$ cat config.mk
export PLATFORM = sky130hd
export DESIGN_NAME = cham_key_sched
export DESIGN_NICKNAME = d
export VERILOG_FILES = /design/src/rtl/core/cham_pkg.sv /design/src/rtl/core/cham_key_sched.sv
export SDC_FILE = /design/constraint.sdc
export NUM_CORES = 1
export LEC_CHECK = 0
export BUFFER_PORTS_ARGS = -buffer_cell sky130_fd_sc_hd__buf_2
export CAP_MARGIN = 10
export CORE_MARGIN = 2
export CORE_UTILIZATION = 33
export DETAILED_ROUTE_END_ITERATION = 6
export PLACE_DENSITY = 0.64
export SLEW_MARGIN = 20
export SYNTH_ARGS = -nofsm -noshare
export SYNTH_HDL_FRONTEND = slang
export SYNTH_SLANG_ARGS = --single-unit
$ cat constraint.sdc
create_clock -name clock -period 4.96 [get_ports clock]
set_input_delay 0.248 -clock clock [delete_from_list [all_inputs] [get_ports clock]]
set_output_delay 0.248 -clock clock [all_outputs]
set_load 0.005 [all_outputs]
$ cat src/rtl/core/cham_pkg.sv
// Shared types, constants and helper functions for the CHAM-128/128 encrypt core.
package cham_pkg;

   localparam int ROUND_COUNT = 80;
   localparam int WORD_W      = 32;
   localparam int RK_COUNT    = 8;
   localparam int RND_W       = (ROUND_COUNT > 2) ? $clog2(ROUND_COUNT) : 1;
   localparam int CSR_IDX_W   = 8;

   // register indexes
   localparam logic [CSR_IDX_W-1:0] KEY_WORD0_IDX = 8'd0;
   localparam logic [CSR_IDX_W-1:0] KEY_WORD1_IDX = 8'd1;
   localparam logic [CSR_IDX_W-1:0] KEY_WORD2_IDX = 8'd2;
   localparam logic [CSR_IDX_W-1:0] KEY_WORD3_IDX = 8'd3;

   typedef logic [WORD_W-1:0] word_type;

   typedef struct packed {
      word_type block_word0;
      word_type block_word1;
      word_type block_word2;
      word_type block_word3;
   } req_type;

   typedef struct packed {
      word_type cipher_word0;
      word_type cipher_word1;
      word_type cipher_word2;
      word_type cipher_word3;
   } rsp_type;

   typedef struct packed {
      word_type x0;
      word_type x1;
      word_type x2;
      word_type x3;
   } state_type;

   typedef word_type [RK_COUNT-1:0] rk_type;

   function automatic word_type rol1(input word_type v);
      return {v[WORD_W-2:0], v[WORD_W-1]};
   endfunction

   function automatic word_type rol8(input word_type v);
      return {v[WORD_W-9:0], v[WORD_W-1:WORD_W-8]};
   endfunction

   function automatic word_type rol11(input word_type v);
      return {v[WORD_W-12:0], v[WORD_W-1:WORD_W-11]};
   endfunction

   // round key taken into slot i
   function automatic word_type rk_lo(input word_type k);
      return k ^ rol1(k) ^ rol8(k);
   endfunction

   // round key taken into slot (i+4)^1
   function automatic word_type rk_hi(input word_type k);
      return k ^ rol1(k) ^ rol11(k);
   endfunction

endpackage

$ cat src/rtl/core/cham_key_sched.sv
// Key registers and round key expansion, updated on each key word write.
module cham_key_sched (
   input  logic                                clock,
   input  logic                                reset,
   input  logic                                csr_valid,
   input  logic [cham_pkg::CSR_IDX_W-1:0]      csr_index,
   input  cham_pkg::word_type                  csr_wdata,
   output cham_pkg::rk_type                    rk
);

   cham_pkg::rk_type rk_ff;
   cham_pkg::rk_type rk_in;
   cham_pkg::word_type lo_w;
   cham_pkg::word_type hi_w;

   assign lo_w = cham_pkg::rk_lo(csr_wdata);
   assign hi_w = cham_pkg::rk_hi(csr_wdata);

   always_comb begin
      rk_in = rk_ff;
      if (csr_valid) begin
         case (csr_index)
            cham_pkg::KEY_WORD0_IDX: begin
               rk_in[0] = lo_w;
               rk_in[5] = hi_w;
            end
            cham_pkg::KEY_WORD1_IDX: begin
               rk_in[1] = lo_w;
               rk_in[4] = hi_w;
            end
            cham_pkg::KEY_WORD2_IDX: begin
               rk_in[2] = lo_w;
               rk_in[7] = hi_w;
            end
            cham_pkg::KEY_WORD3_IDX: begin
               rk_in[3] = lo_w;
               rk_in[6] = hi_w;
            end
            default: begin
               rk_in = rk_ff;
            end
         endcase
      end
   end

   always_ff @(posedge clock) begin
      if (reset) begin
         rk_ff <= '0;
      end else begin
         rk_ff <= rk_in;
      end
   end

   assign rk = rk_ff;

endmodule

==> impl_metrics.csv <==
group,metric,value,unit
logic_synthesis,synth_async_sr_flop_share,0,
worst_setup_path,critical_path_required,5.41,ns
route,initial_detailed_routing_violation_count,670,
cells_and_area,largest_register_ff_count,256,
clock_network,tritoncts,"yes",
cells_and_area,nets,1261,
placed_design,detailed_place.area,11380,um^2
global_route,number_of_global_route_vias_before_repair,7841,
clock_network,cts_made_buffers,28,
cells_and_area,post_route_cells_drive_above_1_share,0.2889,
timing,layout_worst_path_cycle_share,0.4426,
floorplanning,die-width,175.6,um
logic_synthesis,synth_top_cell_by_area,"sky130_fd_sc_hd__dfxtp_1",
floorplanning,floorplan.initialDensity,0.3366,
timing,timing.slew.headroom,0.2808,
global_route,gr-usage-all-layers,0.2160,
clock_network,clockRootBuffer,"sky130_fd_sc_hd__clkbuf_16",
cells_and_area,fillCellCount,2860,
timing,worst_clock_skew,0,ns
worst_setup_path,crit_family,"simple AND/OR/NAND/NOR gates",
route,drc_errors,0,
worst_setup_path,critical_setup_path_class,"input port to register",
clock_network,clk_path_buf_depth,3,
route,routedWlPerCell,21.55,um
logic_synthesis,yosys.area.top_type_share,0.5276,
timing,hold_slack,0.1713,ns
floorplanning,die-height,175.6,um
placed_design,gp_congestion,0.7833,
cells_and_area,finish.instance_area,12390,um^2
route,pre_repair_dr_iteration_count,7,
worst_setup_path,worst_r2r_endpoint,"rk[187]",
logic_synthesis,top_cells_by_count_synth,"sky130_fd_sc_hd__dfxtp_1, sky130_fd_sc_hd__inv_1, sky130_fd_sc_hd__nand2b_1, sky130_fd_sc_hd__o22ai_1, sky130_fd_sc_hd__o32ai_1",
global_route,grt_antenna_before_repair,0,
logic_synthesis,synthesis.nets,1004,
worst_setup_path,setup.reg_to_reg.worst_slack,4.14,ns
logic_synthesis,average_size_of_a_mapped_cell,10.11,um^2
global_route,global_route.overflow_total,0,
worst_setup_path,critical_path.reg2reg.startpoint,"rk[187]",
placed_design,hpwl,23.14,mm
timing,finalHoldViolCount,0,
run_status,result_of_the_run,"finished clean",
worst_setup_path,end_kind,"register",
logic_synthesis,netlist_instances,961,
worst_setup_path,startpoint_type,"input port",
timing,layout_setup_ws,2.764,ns
min_path,hold_path_end,"rk[161]",
clock_network,resized_after_cts,0,
worst_setup_path,max_stage_delay,0.72,ns
worst_setup_path,arrival,2.65,ns
logic_synthesis,synth_cell_types,21,
worst_setup_path,cp_num_buf_inv,2,
route,antenna_left,0,
logic_synthesis,number_of_synthesized_flops_with_an_enable_pin,0,
global_route,grt_start_max_net_pins,120,
worst_setup_path,reg2regPathDepth,2,
timing,finalSetupViolations,0,
min_path,hold_path.startpoint,"reset",
clock_network,cts_post_setup_buffers_inserted,0,
worst_setup_path,worstPathMaxFanout,49,
clock_network,ctsHoldBuffers,0,
timing,transition_time_of_the_tightest_slew_check_pin,1.079,ns
timing,max_freq,455.5,MHz
run,cap_violations,0,
timing,timing.setup.tns,0,ns
timing,slew_violations,0,
logic_synthesis,ys_dominant_reg_cell,"sky130_fd_sc_hd__dfxtp_1",
timing,finalWorstPathRequiredPeriod,2.196,ns
clock_network,cts_htree_levels,1,
logic_synthesis,mappedNetlistArea,9714,um^2
route,finalWirelength,34.97,mm
cells_and_area,layout-area-overhead-vs-synth,27.52,%
clock_network,insertion_delay,0.55,ns
timing,unrepaired_setup_endpoints_after_global_routing,"false",
floorplanning,area_enclosed_by_the_die_boundary,30830,um^2
route,via_count,8311,
floorplanning,design.core.area,28860,um^2
worst_setup_path,timing.critical_path.depth,5,
placed_design,buffer_ports.inserted,298,
power,power_per_cell_area,379.4,nW/um^2
floorplanning,num_rows,62,
cells_and_area,antennaDiodeCount,0,
logic_synthesis,ys.warnings.count,0,
floorplanning,io_pins,299,
worst_setup_path,critical_path.cell_chain,"buf_6 > nor4_1 > nand4_1 > buf_4 > o22ai_1",
logic_synthesis,synth_top_cells_by_area,"sky130_fd_sc_hd__dfxtp_1, sky130_fd_sc_hd__o32ai_1, sky130_fd_sc_hd__nand2b_1",
route,via_per_inst,5.121,
power,irDropWorstVdd,225.1,uV
logic_synthesis,ys_seq_elements,256,
clock_network,cts.clk_slew.worst_paths,0.06,ns
placed_design,detailedPlace.worstSlack,2.158,ns
logic_synthesis,synth_sequential_area_ratio,0.5276,
power,power.static_leakage,5.121,nW
min_path,holdPathStages,2,
global_route,first_pass_grt_wire_length,50.80,mm
clock_network,cts_sinks,256,
min_path,worst_hold_path_type,"input port to register",
logic_synthesis,yosysMostFrequentCell,"sky130_fd_sc_hd__dfxtp_1",
worst_setup_path,cpMaxStageDelayCell,"sky130_fd_sc_hd__nand4_1",
[cell usage in the layout, fill, tap and decap left out, drive strengths merged, types with 2 or more instances in the layout]
cell type and n:
buf 309, bufinv 5, clkbuf 42, clkinv 2
dfxtp 256, inv 130, nand2b 128, nand4 2
nor4 3, nor4b 2, o22ai 128, o32ai 128
xnor2 64, xor2 32
[stage by stage]
step             util  cells  total power [mW]
5_1_grt        0.4293   1623             4.837
4_1_cts        0.4293   1623             4.748
6_report       0.4293   1623             4.700
3_5_place_dp   0.3943   1572             2.479
3_3_place_gp   0.3943   1572             2.479
2_1_floorplan       -    961             2.311
[cells by family (layout without fill, tap and decap cells)]
logic type / count (synthesis) / after routing / synth area share
buf+inv: 211 / 489 / 0.09261
simple gates: 142 / 142 / 0.09544
flops: 256 / 256 / 0.5276
compound gates: 256 / 256 / 0.1978
xor+xnor: 96 / 96 / 0.08655
[layer usage]
metal / wire, um / global-route usage / vias up / part of all wire
met5: 0 / 0 / - / 0
li1: - / - / 3905 / -
met1: 15320 / 0.2899 / 4064 / 0.44
met2: 16630 / 0.3563 / 294 / 0.48
met4: 768 / 0.05269 / 0 / 0.022
met3: 2252 / 0.04459 / 48 / 0.064
[report_power, final]
group          leakage [nW]  internal, mW  switching (mW)
Sequential             2.06          2.06         0.00164
Clock                 0.492          1.42           0.857
Combinational          2.57         0.108           0.257
[cell type report]
| type | instances | area, um^2 | share of cell area |
|---|---|---|---|
| Sequential cell | 256 | 5125 | 0.4137 |
| Multi-Input combinational cell | 494 | 3707 | 0.2993 |
| Timing Repair Buffer | 309 | 1580 | 0.1276 |
| Clock buffer | 42 | 834.6 | 0.06737 |
| Inverter | 129 | 484.2 | 0.03909 |
| Tap cell | 384 | 480.5 | 0.03878 |
| Clock inverter | 9 | 176.4 | 0.01424 |
[how the worst max path moves through the flow]
stage	start	endpoint	slack, ns
5_1_grt	reset	rk[99]	2.47
2_1_floorplan	csr_index[4]	rk[0]	3.12
6_report	reset	rk[206]	2.76
3_3_place_gp	reset	rk[217]	2.27
3_5_place_dp	reset	rk[203]	2.16
4_1_cts	reset	rk[202]	2.75
(Power assumes the default switching activity.)
