<file path="src/rtl/core/cham_pkg.sv">
// Shared types, constants and helper functions for the CHAM-128/128 encrypt core.
package cham_pkg;

   localparam int ROUND_COUNT = 80;
   localparam int WORD_W      = 32;
   localparam int RK_COUNT    = 8;
   localparam int RND_W       = (ROUND_COUNT > 2) ? $clog2(ROUND_COUNT) : 1;
   localparam int CSR_IDX_W   = 8;

   // register indexes
   localparam logic [CSR_IDX_W-1:0] KEY_WORD0_IDX = 8'd0;
   localparam logic [CSR_IDX_W-1:0] KEY_WORD1_IDX = 8'd1;
   localparam logic [CSR_IDX_W-1:0] KEY_WORD2_IDX = 8'd2;
   localparam logic [CSR_IDX_W-1:0] KEY_WORD3_IDX = 8'd3;

   typedef logic [WORD_W-1:0] word_type;

   typedef struct packed {
      word_type block_word0;
      word_type block_word1;
      word_type block_word2;
      word_type block_word3;
   } req_type;

   typedef struct packed {
      word_type cipher_word0;
      word_type cipher_word1;
      word_type cipher_word2;
      word_type cipher_word3;
   } rsp_type;

   typedef struct packed {
      word_type x0;
      word_type x1;
      word_type x2;
      word_type x3;
   } state_type;

   typedef word_type [RK_COUNT-1:0] rk_type;

   function automatic word_type rol1(input word_type v);
      return {v[WORD_W-2:0], v[WORD_W-1]};
   endfunction

   function automatic word_type rol8(input word_type v);
      return {v[WORD_W-9:0], v[WORD_W-1:WORD_W-8]};
   endfunction

   function automatic word_type rol11(input word_type v);
      return {v[WORD_W-12:0], v[WORD_W-1:WORD_W-11]};
   endfunction

   // round key taken into slot i
   function automatic word_type rk_lo(input word_type k);
      return k ^ rol1(k) ^ rol8(k);
   endfunction

   // round key taken into slot (i+4)^1
   function automatic word_type rk_hi(input word_type k);
      return k ^ rol1(k) ^ rol11(k);
   endfunction

endpackage

</file>
<file path="src/rtl/core/cham_round.sv">
// One registered CHAM round: xor round number, add keyed word, rotate, shift.
module cham_round (
   input  logic                            clock,
   input  logic                            reset,
   input  logic                            in_vld,
   input  cham_pkg::state_type             in_st,
   input  logic [cham_pkg::RND_W-1:0]      rnd,
   input  cham_pkg::word_type              rk,
   output logic                            out_vld,
   output cham_pkg::state_type             out_st
);

   logic                vld_ff;
   cham_pkg::state_type st_ff;
   cham_pkg::state_type st_in;
   cham_pkg::word_type  a_w;
   cham_pkg::word_type  b_w;
   cham_pkg::word_type  sum_w;
   cham_pkg::word_type  t_w;

   always_comb begin
      a_w   = in_st.x0 ^ cham_pkg::WORD_W'(rnd);
      // even rounds rotate x1 by 1 and the sum by 8; odd rounds the other way
      b_w   = (rnd[0] ? cham_pkg::rol8(in_st.x1) : cham_pkg::rol1(in_st.x1)) ^ rk;
      sum_w = a_w + b_w;
      t_w   = rnd[0] ? cham_pkg::rol1(sum_w) : cham_pkg::rol8(sum_w);
      st_in = '{x0: in_st.x1, x1: in_st.x2, x2: in_st.x3, x3: t_w};
   end

   always_ff @(posedge clock) begin
      if (reset) begin
         vld_ff <= 1'b0;
      end else begin
         vld_ff <= in_vld;
      end
   end

   always_ff @(posedge clock) begin
      st_ff <= st_in;
   end

   assign out_vld = vld_ff;
   assign out_st  = st_ff;

endmodule

</file>
<file path="config.mk">
export PLATFORM = sky130hd
export DESIGN_NAME = cham_round
export DESIGN_NICKNAME = d
export VERILOG_FILES = /design/src/rtl/core/cham_pkg.sv /design/src/rtl/core/cham_round.sv
export SDC_FILE = /design/constraint.sdc
export NUM_CORES = 1
export LEC_CHECK = 0
export ABC_AREA = 0
export BUFFER_PORTS_ARGS = -buffer_cell sky130_fd_sc_hd__buf_2
export CELL_PAD_IN_SITES_DETAIL_PLACEMENT = 1
export CELL_PAD_IN_SITES_GLOBAL_PLACEMENT = 2
export CORE_MARGIN = 2
export CORE_UTILIZATION = 28
export CTS_BUF_LIST = sky130_fd_sc_hd__clkbuf_4 sky130_fd_sc_hd__clkbuf_8
export CTS_CLUSTER_SIZE = 24
export DETAILED_ROUTE_END_ITERATION = 10
export PLACE_DENSITY_LB_ADDON = 0.1
export SLEW_MARGIN = 15
export SYNTH_ARGS = -nofsm -noshare
export SYNTH_HDL_FRONTEND = slang
export SYNTH_SLANG_ARGS = --single-unit
</file>
<file path="constraint.sdc">
create_clock -name clock -period 9.67 [get_ports clock]
set_clock_uncertainty 0.2 [all_clocks]
set_input_delay 2.4175 -clock clock [delete_from_list [all_inputs] [get_ports clock]]
set_output_delay 2.4175 -clock clock [all_outputs]
set_load 0.02 [all_outputs]
</file>
==> metrics.cfg, run 1 <==
[synthesis]
synth_edf_count=0
synth_sequential_area_ratio_pct=48.0
synthTopCellsByArea=dfxtp_1 48%, xnor2_1 9.4%, ha_1 7.7%
netlist_area_um2=5380
ys_warn_count=0
async_reset_ff_share_pct=0
synth-seq-cells=129
yosysTopAreaCell=dfxtp_1
synth_top_area_share_pct=48.0
ys_types=56
syn_nets=704
avgSynthCellArea_um2=10.8
synth_cells=500
synthFlopType=dfxtp_1

[worst_setup_path]
cp_max_fo=31
crit_arrival_ns=6.11
crit_path_start=rnd[0]
criticalPathCategory=input port to flip-flop
cp-start-kind=input port
worstPathRequired_ns=9.83
critPathCaptureType=flip-flop

[run_status]
status=finished clean

[drt]
routed_via_density=4.70
wl_per_cell_um=20.3
dr_total_vias=4923
finalWirelength_mm=21.3
antenna_left=0
drt-initial-drc-count=182
drc=0
dr.pass1.iters=5

[finish]
syn_to_final_growth_pct=39.0
final_nets=1004
drive_gt1_share_pct=44.3
fill_cells=2222
final_cell_mix=298 x buf_2, 129 x dfxtp_1, 58 x xnor2_1
final_common_cell=buf_2
num_antenna_cells=0

[clock_tree]
cts_buffer_depth=2
cts_setup_buffers=0
cts_tree=yes
cts_buffers=17
h-tree-depth=4
clkTransAtPathRegs_ns=0.09
clock-root-buffer=clkbuf_8
hold_buffers=0
clock_sinks=129
cts_resized=0

[run]
maxCapViolCount=0

[sta]
rsz0062_at_grt=no
slew_viol_final=0
fin_setup_tns_ns=0
final-setup-viol-count=0
maxSlewHeadroom_pct=43.8
finalHoldViolations=0
clock.fmax_mhz=168
min_period_ns=5.95
fin_crit_sh_pct=61.5
tightest_slew_ns=0.841

[floorplanning]
dieArea_um2=20300
die_height_um=143
io_pins=299
initial_core_util_pct=28.7
rows=50
die_w_um=143
core_area_um2=18800

[power]
power_mw=1.68
p_per_area_nw_per_um2=225
peakVddDrop_mv=0.0847
power.static_leakage_nw=3.67

[placement]
hpwl_mm=18.0
gp_congestion=0.839
port_buffers=298

[min_path]
worstHoldPathCells=1
hold_path_class=input port to flip-flop
holdPathEnd=out_st[79]$_DFF_P_
hold_start=in_st[47]

[global_routing]
grt_overflow=0
grt_pass1_wl_mm=30.9
first_global_vias=5240
antenna_found_initial=1
track_usage_pct=20.5
grt_max_degree=32

layer usage:
layer	up-vias	share of wire, %	global-route usage, %
met5	-	0	0
met4	0	1.3	5.58
met3	16	9.5	7.20
met2	252	48	35.6
met1	2302	41	24.1
li1	2353	-	-
power breakdown:
part / internal (mW) / switching, mW / total [mW]
Clock: 0.190 / 0.264 / 0.454
Sequential: 0.607 / 0.0207 / 0.628
Combinational: 0.224 / 0.373 / 0.597
Total: 1.02 / 0.658 / 1.68
metrics by stage:
step / hold WS [ns] / utilization [%] / area, µm² / instances / setup slack [ns]
global placement: 2.32 / 37.8 / 7100 / 1015 / 3.28
floorplan: 2.25 / - / 5380 / 500 / 3.63
finish: 1.87 / 39.8 / 7470 / 1047 / 3.72
global route: 1.83 / 39.8 / 7470 / 1047 / 3.45
CTS: 1.84 / 39.8 / 7470 / 1047 / 3.72
detailed placement: 2.32 / 37.8 / 7100 / 1015 / 3.26
flip-flops by register name (all words and copies together) (netlist names):
register	cells
out_st	128
out_vld	1
cell families after synthesis:
| kind of cell | after synthesis | synth area share, % |
|---|---|---|
| compound gates | 99 | 12.2 |
| mux | 51 | 9.91 |
| xor+xnor | 72 | 11.7 |
| buf+inv | 25 | 1.74 |
| fa+ha+maj | 34 | 8.05 |
| flops | 129 | 48.0 |
| simple gates | 90 | 8.37 |
critical path: stages:
cell and delay [ns]:
buf_2 0.53, buf_4 0.54, mux2i_1 0.27, xnor2_1 0.15
ha_1 0.36, a21o_1 0.23, a311oi_1 0.31, nor3b_2 0.32
o211ai_2 0.17, a221o_1 0.39, mux2_4 0.32, o211ai_2 0.07
worst max-delay path by stage:
stage,cells past startpoint,end,slack (ns)
final,12,out_st[4]$_DFF_P_,3.72
after floorplan,14,out_st[4]$_DFF_P_,3.63
after global placement,12,out_st[4]$_DFF_P_,3.28
after global routing,12,out_st[4]$_DFF_P_,3.45
after CTS,12,out_st[4]$_DFF_P_,3.72
after detailed placement,12,out_st[4]$_DFF_P_,3.26
cell usage after synthesis (4+ instances only):
library cell / number
a21o_1: 11
mux2i_1: 36
o21ai_0: 20
clkbuf_1: 17
mux2_2: 14
nand2_1: 41
xnor2_1: 58
o211ai_1: 4
ha_1: 33
and3_1: 5
nor2_1: 11
xor2_1: 14
dfxtp_1: 129
a31oi_1: 5
inv_1: 7
nand3_1: 9
a21oi_1: 31
nor3_1: 6
final cells by class:
| type | count | area, µm² | share of cell area [%] |
|---|---|---|---|
| multi-input cells | 346 | 2700 | 36.2 |
| flip-flops and latches | 129 | 2580 | 34.5 |
| repair buffers | 299 | 1500 | 20.1 |
| well taps | 234 | 293 | 3.92 |
| clock buffers | 17 | 234 | 3.13 |
| clock inverters | 15 | 138 | 1.84 |
| inverters | 7 | 26.3 | 0.352 |
(Power assumes the default switching activity.)
==> inputs of run 2 (changes only) <==
ABC_AREA = 1   (was 0)
CORE_UTILIZATION = 25   (was 28)
clock period = 6 ns   (was 9.67 ns; I/O delays follow)
==> run 2 against run 1 <==
Compared with the run above: clock-buffer cell count unchanged; sequential cell count unchanged; utilization fell by 4.9 points; hold slack lost 0.92 ns; synthesized area increased by 14%; critical endpoint is now out_st[19]$_DFF_P_.
==> metrics.cfg, run 2 <==
[synthesis]
ys_top_cells_by_count=313 x nand2_1, 129 x dfxtp_1, 121 x inv_1
synthFlopType=dfxtp_1
yosysMostFrequentCell=nand2_1
syn_nets=1054  ; +50%
synth_cells=850  ; +70%
synthTopCellsByArea=dfxtp_1 42%, nand2_1 19%, inv_1 7.4%
synth_top_area_share_pct=42.0  ; -6.1 points
avgSynthCellArea_um2=7.24  ; -33%
ys_types=30  ; -46%
synth_sequential_area_ratio_pct=42.0  ; -6.1 points
synth_edf_count=0  ; unchanged
async_reset_ff_share_pct=0  ; unchanged
synth-seq-cells=129  ; unchanged
netlist_area_um2=6160  ; +14%
yosysTopAreaCell=dfxtp_1
ys_warn_count=0  ; unchanged

[drt]
antenna_left=0  ; unchanged
dr_total_vias=6352  ; +29%
routed_via_density=4.25  ; -9.6%
dr.pass1.iters=4  ; -1
drt-initial-drc-count=285  ; +57%
finalWirelength_mm=27.1  ; +27%
wl_per_cell_um=18.2  ; -11%
drc=0  ; unchanged

[sta]
fin_setup_tns_ns=0  ; unchanged
clock.fmax_mhz=226
fin_crit_sh_pct=73.7
maxSlewHeadroom_pct=49.5  ; +5.7 points
slew_viol_final=0  ; unchanged
whs_ns=0.945  ; -0.921 ns
min_period_ns=4.42
tightest_slew_ns=0.752  ; -0.0891 ns
fin_ws_ns=1.58  ; -2.15 ns
finalHoldViolations=0  ; unchanged
rsz0062_at_grt=no
final-setup-viol-count=0  ; unchanged

[finish]
fin_cells=1495  ; +43%
final_nets=1360  ; +35%
largest_reg_flops=128  ; unchanged
post-route-util_pct=35.0  ; -4.9 points
drive_gt1_share_pct=30.5  ; -14 points
syn_to_final_growth_pct=37.7
final_common_cell=nand2_1
final_cell_mix=313 x nand2_1, 298 x buf_2, 129 x dfxtp_1
finalInstanceArea_um2=8480  ; +13%
fill_cells=3090  ; +39%

[global_routing]
first_global_vias=6635  ; +27%
grt_pass1_wl_mm=40.1  ; +30%
antenna_found_initial=2  ; +1
track_usage_pct=20.9  ; +0.39 points
grt_max_degree=68  ; +110%
grt_overflow=0  ; unchanged

[worst_setup_path]
cp_cell_sequence=buf_2, clkinv_1, buf_4, nand2_1, nand2_1, xor2_1, ha_1, nand2_2, inv_1, nand2_1, nand2_1, nand2_1, nand3b_1, xor2_1, nand2_1, nand2_1
cpMostUsedCell=nand2_1
max_stage_delay_ns=0.58  ; +0.04 ns
criticalPathCategory=input port to flip-flop
cp_max_fo=33  ; +6.5%
worstPathRequired_ns=6.18  ; -3.65 ns
crit_arrival_ns=4.60  ; -1.51 ns
crit_path_start=rnd[0]
cpMaxStageDelayCell=clkinv_1
critPathCaptureType=flip-flop
cp-start-kind=input port
critPathTopFamily=buffers and inverters
critPathBufInv=4  ; +2

[power]
comb_power_share_pct=33.6  ; -2.0 points
p_per_area_nw_per_um2=340  ; +51%
power.switching_mw=1.11  ; +69%
power.static_leakage_nw=4.81  ; +31%
switching_share_pct=38.6  ; -0.56 points
power_mw=2.88  ; +72%
intPower_mw=1.77  ; +73%
p_seq_share_pct=34.2  ; -3.2 points
clockPowerShare_pct=32.2  ; +5.1 points
peakVddDrop_mv=0.130  ; +54%

[clock_tree]
cts_buffer_depth=2  ; unchanged
clock_sinks=129  ; unchanged
cts_setup_buffers=0  ; unchanged
cts_tree=yes
cts_buffers=17  ; unchanged
hold_buffers=0  ; unchanged
clkTransAtPathRegs_ns=0.10  ; about the same
cts_resized=0  ; unchanged
h-tree-depth=4  ; unchanged
clock-root-buffer=clkbuf_8

[floorplanning]
initial_core_util_pct=25.4  ; -3.3 points
die_w_um=161  ; +13%
io_pins=299  ; unchanged
core_area_um2=24200  ; +29%
die_height_um=161  ; +13%
dieArea_um2=25900  ; +27%
rows=57  ; +14%

[placement]
hpwl_mm=23.0  ; +28%
place_inst=1461  ; +44%
pre_cts_ws_ns=1.04  ; -2.22 ns
place_area_um2=8010  ; +13%
gp_congestion=0.809  ; -3.6%
port_buffers=298  ; unchanged

[run]
maxCapViolCount=0  ; unchanged

[run_status]
status=finished clean

[min_path]
hold_path_class=input port to flip-flop
hold_start=in_st[24]

run 2: changes by cell type in the layout (fill, tap and decap cells not counted), moves of 14 or more:
cell / change
inv_1: +114
mux2_2: -14
mux2i_1: -36
nand2_1: +272
nand3_1: +52
nor2_1: +18
xnor2_1: -54
xor2_1: +36
run 2: logic make-up (layout without fill, tap and decap cells):
group	Yosys count	count (layout)	share of synthesized area, %
xor+xnor	54	54	7.68
flops	129	129	42.0
compound gates	55	55	4.65
fa+ha+maj	34	34	7.03
simple gates	441	441	30.2
buf+inv	137	455	8.50
other cells	0	3	0
run 2: cell type report:
| type | count | area (µm²) | area share (%) |
|---|---|---|---|
| Timing Repair Buffer | 300 | 1510 | 17.8 |
| Inverter | 124 | 465 | 5.49 |
| Clock inverter | 14 | 228 | 2.69 |
| Antenna cell | 3 | 7.51 | 0.0885 |
| Tap cell | 324 | 405 | 4.78 |
| Sequential cell | 129 | 2580 | 30.5 |
| Multi-Input combinational cell | 584 | 3050 | 36.0 |
| Clock buffer | 17 | 234 | 2.76 |
run 2: metal layers:
layer | track usage (%) | up-vias | routed length (µm)
met4 | 5.15 | 0 | 279
met1 | 27.4 | 2973 | 12500
li1 | - | 3225 | -
met3 | 4.34 | 13 | 1050
met5 | 0 | - | 0
met2 | 35.3 | 141 | 13300
run 2: worst paths after layout:
path	end	slack, ns	cells after the start
max	out_st[19]$_DFF_P_	1.58	16
min	out_st[56]$_DFF_P_	0.95	1
run 2: power groups by stage:
stage | sequential, mW | combinational (mW) | clock, mW
after floorplan | 1.14 | 0.456 | 0
after global placement | 1.01 | 0.979 | 0
after detailed placement | 1.01 | 0.980 | 0
after CTS | 0.988 | 0.984 | 0.956
after global routing | 0.995 | 1.08 | 0.989
final | 0.985 | 0.968 | 0.930
